===== config.mk =====
export PLATFORM = sky130hd
export DESIGN_NAME = mpsm_ram
export DESIGN_NICKNAME = d
export VERILOG_FILES = /design/src/hw/rtl/mpsm_ram.sv
export SDC_FILE = /design/constraint.sdc
export NUM_CORES = 2
export LEC_CHECK = 0
export ABC_AREA = 1
export CAP_MARGIN = 40
export CORE_AREA = 2 2 376 378
export DETAILED_ROUTE_END_ITERATION = 16
export DIE_AREA = 0 0 378 380
export DONT_BUFFER_PORTS = 1
export HOLD_SLACK_MARGIN = 0.12
export PLACE_DENSITY = 0.72
export SYNTH_ARGS = -nofsm -noshare
export SYNTH_HDL_FRONTEND = slang
export SYNTH_SLANG_ARGS = --single-unit

===== constraint.sdc =====
create_clock -name aclk -period 5.6 [get_ports aclk]
set_clock_uncertainty 0.15 [all_clocks]
set_input_delay 1.68 -clock aclk [delete_from_list [all_inputs] [get_ports aclk]]
set_output_delay 1.68 -clock aclk [all_outputs]
set_load 0.005 [all_outputs]

===== src/hw/rtl/mpsm_ram.sv =====
// Generic simple dual-port RAM with one write port and one registered read port.
// Read data holds while the read enable is low. No dependencies.
`default_nettype none

module mpsm_ram #(
    parameter int WIDTH = 8,
    parameter int DEPTH = 256
) (
    input  wire logic                     aclk,
    input  wire logic                     wr_en,
    input  wire logic [$clog2(DEPTH)-1:0] wr_addr,
    input  wire logic [WIDTH-1:0]         wr_data,
    input  wire logic                     rd_en,
    input  wire logic [$clog2(DEPTH)-1:0] rd_addr,
    output logic      [WIDTH-1:0]         rd_data
);

    logic [WIDTH-1:0] mem [DEPTH];

    always_ff @(posedge aclk) begin
        if (wr_en) begin
            mem[wr_addr] <= wr_data;
        end
        if (rd_en) begin
            rd_data <= mem[rd_addr];
        end
    end

endmodule

`default_nettype wire


==> results_dict.tcl <==
set metrics [dict create \
    critical_path_depth 14 \
    grt.total_usage_pct 29.6 \
    synth-simple-area-share_pct 22.9 \
    synth_area_um2 83500 \
    min_period_ns 5.41 \
    timing.slew.headroom_pct 20.7 \
    placed_area_um2 84300 \
    cap_violations 0 \
    dr.pass1.iters 8 \
    path_class "in2reg" \
    cts_hold_buffers 0 \
    min_path_type "in2reg" \
    gp_congestion 0.841 \
    min_delay_path_depth 0 \
    cts-root-buf "clkbuf_16" \
    setup_viol 0 \
    cp-start-kind "input port" \
    synth_commonest_cells "nand2_1 (2123), edfxtp_1 (2056), nand3_1 (2019)" \
    areaGrowthSynthToFinish_pct 8.36 \
    peakVddDrop_uv 258 \
    dp.cells 8461 \
    fin_nets 6822 \
    synth_top_family_by_area "simple AND/OR/NAND/NOR gates" \
    drc 0 \
    slew_violations 0 \
    leakagePower_nw 31.0 \
    cpLargestDelayFamily "buffers and inverters" \
    worstMarginPinSlew_ns 1.19 \
    clkLatencyLatePin_ns 0.83 \
    met2_usage_pct 45.8 \
    initial_core_util_pct 60.0 \
    clock_sinks 2056 \
    post-dp-hpwl_um 107000 \
    crit_arrival_ns 5.94 \
    grt_max_degree 1026 \
    clock_path_buffers 3 \
    die-area_um2 144000 \
    synth.largest_area_cell "edfxtp_1" \
    yosysMostFrequentCell "nand2_1" \
    core_area_um2 139000 \
    synth_warnings 0 \
    dr_total_vias 54600 \
    path_cells "buf_16, buf_16, buf_16, inv_8, buf_12, nand3_1, nand3_1, nand3_1, nand3_1, nand3_1, nand3_1, nand2_1, nand2_1, nand2_1" \
    status "finished clean" \
    synth_top_area_share_pct 74.0 \
    final_area_um2 90500 \
    grt_pass1_wl_um 319000 \
    worstRegToRegCells 10 \
    use_met3_pct 6.73 \
    post_route_cells_drive_above_1_share_pct 4.82 \
    cts_resized 0 \
    path_buf_inv 5 \
    crit_path_max_fanout 178 \
    synth_compound_area_share_pct 0 \
    seq_area_frac_synth_pct 74.0 \
    postCtsSetupBuffers 0 \
    synth_fp_nets 7030 \
    critPathSlowestCell "buf_16" \
    synthTopCellsByArea "edfxtp_1 (74%), nand3_1 (12%), nand2_1 (9.5%)" \
    ant_nets 0 \
    powerDensity_nw_per_um2 342 \
    fmax_ghz 0.185 \
    fin_cells 8825 \
    h-tree-depth 4 \
    numCtsBuffers 198 \
    wire_per_inst_um 24.5 \
    cpMostUsedCell "nand3_1" \
    synth-seq-cells 2056 \
    postLayoutCoreUtil_pct 65.0 \
    ys.flop_type "edfxtp_1" \
    tns_ns 0 \
    via_per_inst 6.19 \
    synth_edf_count 2056 \
    overflow 0 \
    grt_pass1_vias 52000 \
    die_w_um 378 \
    cp_slowest_stage_delay_ns 0.48 \
    path_clk_slew_ns 0.06 \
    synth_xor_area_share_pct 0 \
    port_buffers 0 \
    antenna_found_initial 2 \
    grt-busiest-layer "met2" \
    period_share_pct 96.6 \
    use_met1_pct 41.4 \
    drt_iter0_drc 7380 \
    hold_viol 0 \
    drt_wl_total_um 216000 \
    whs_ns 0.818 \
    synthCells 7003 \
    muxShareOfSynthArea_pct 0 \
    syn_avg_cell_area_um2 11.9 \
    ios 35 \
    synth.distinct_cells 13 \
    synth-adder-area-share_pct 0 \
    cp-end-kind "flop" \
    async_flop_share_pct 0 \
    die_y_um 380 \
    rows 137 \
    rsz0062_at_grt "no" \
    required_ns 6.14 \
    cts_tree "yes" \
]
==> routing by layer <==
metal	part of all wire [%]	vias to the layer above
li1	-	24400
met5	0.0083	-
met1	38	26600
met2	47	3081
met3	11	437
met4	3.5	2
==> cells in the final DEF (no fill, tap or decap) <==
master and instances:
diode_2 5, nand3_1 2019, clkbuf_16 205, clkinv_2 33, buf_12 28, clkinv_1 53
inv_2 1, clkbuf_1 46, inv_16 1, buf_8 3, clkinv_4 1, inv_8 2
nor2_1 283, clkinv_8 1, buf_16 7, edfxtp_1 2056, inv_4 1, nand2_2 4
inv_6 2, clkinvlp_4 4, bufinv_16 8, inv_1 33, buf_4 34, nand2_1 2119
==> registers in the layout, indices dropped and copies added, names as in the netlist <==
| name | cells |
|---|---|
| mem | 2048 |
| rd_data | 8 |
==> cell type report <==
class | instances | area (um^2)
clock inverters | 101 | 673
fillers | 10100 | 48700
flip-flops and latches | 2056 | 61700
diodes | 5 | 12.5
repair buffers | 75 | 1130
well taps | 1876 | 2350
clock buffers | 248 | 5230
multi-input cells | 4425 | 19100
inverters | 39 | 180
==> path summary, 6_finish.rpt <==
path	start	end	slack [ns]
max	rd_addr[1]	rd_data[0]$_DFFE_PP_	0.19
min	rd_en	rd_data[2]$_DFFE_PP_	0.82
max reg2reg	mem[203][6]$_DFFE_PP_	rd_data[6]$_DFFE_PP_	3.26
min reg2reg	mem[20][5]$_DFFE_PP_	rd_data[5]$_DFFE_PP_	0.96
==> logic make-up (layout without fill, tap and decap cells) <==
kind of cell           after synthesis  in the layout
and+or+nand+nor                   4425           4425
DFF                               2056           2056
buffers and inverters              522            463
other                                0              5
==> report_power, final <==
group	switching [W]	internal, W	total [W]	leakage [nW]
combinational	0.00107	0.000418	0.00149	9.67
clock	0.00553	0.00692	0.0124	2.89
sequential	0.0000121	0.0170	0.0170	18.5
total	0.00662	0.0243	0.0309	31.0
==> through the flow <==
step | power (W) | setup slack (ns)
4_1_cts | 0.0307 | 1.76
3_3_place_gp | 0.0185 | 0.980
5_1_grt | 0.0317 | 0.0371
2_1_floorplan | 0.0184 | 2.28
3_5_place_dp | 0.0185 | 0.872
6_report | 0.0309 | 0.192
Power figures use the tool's default switching activity.
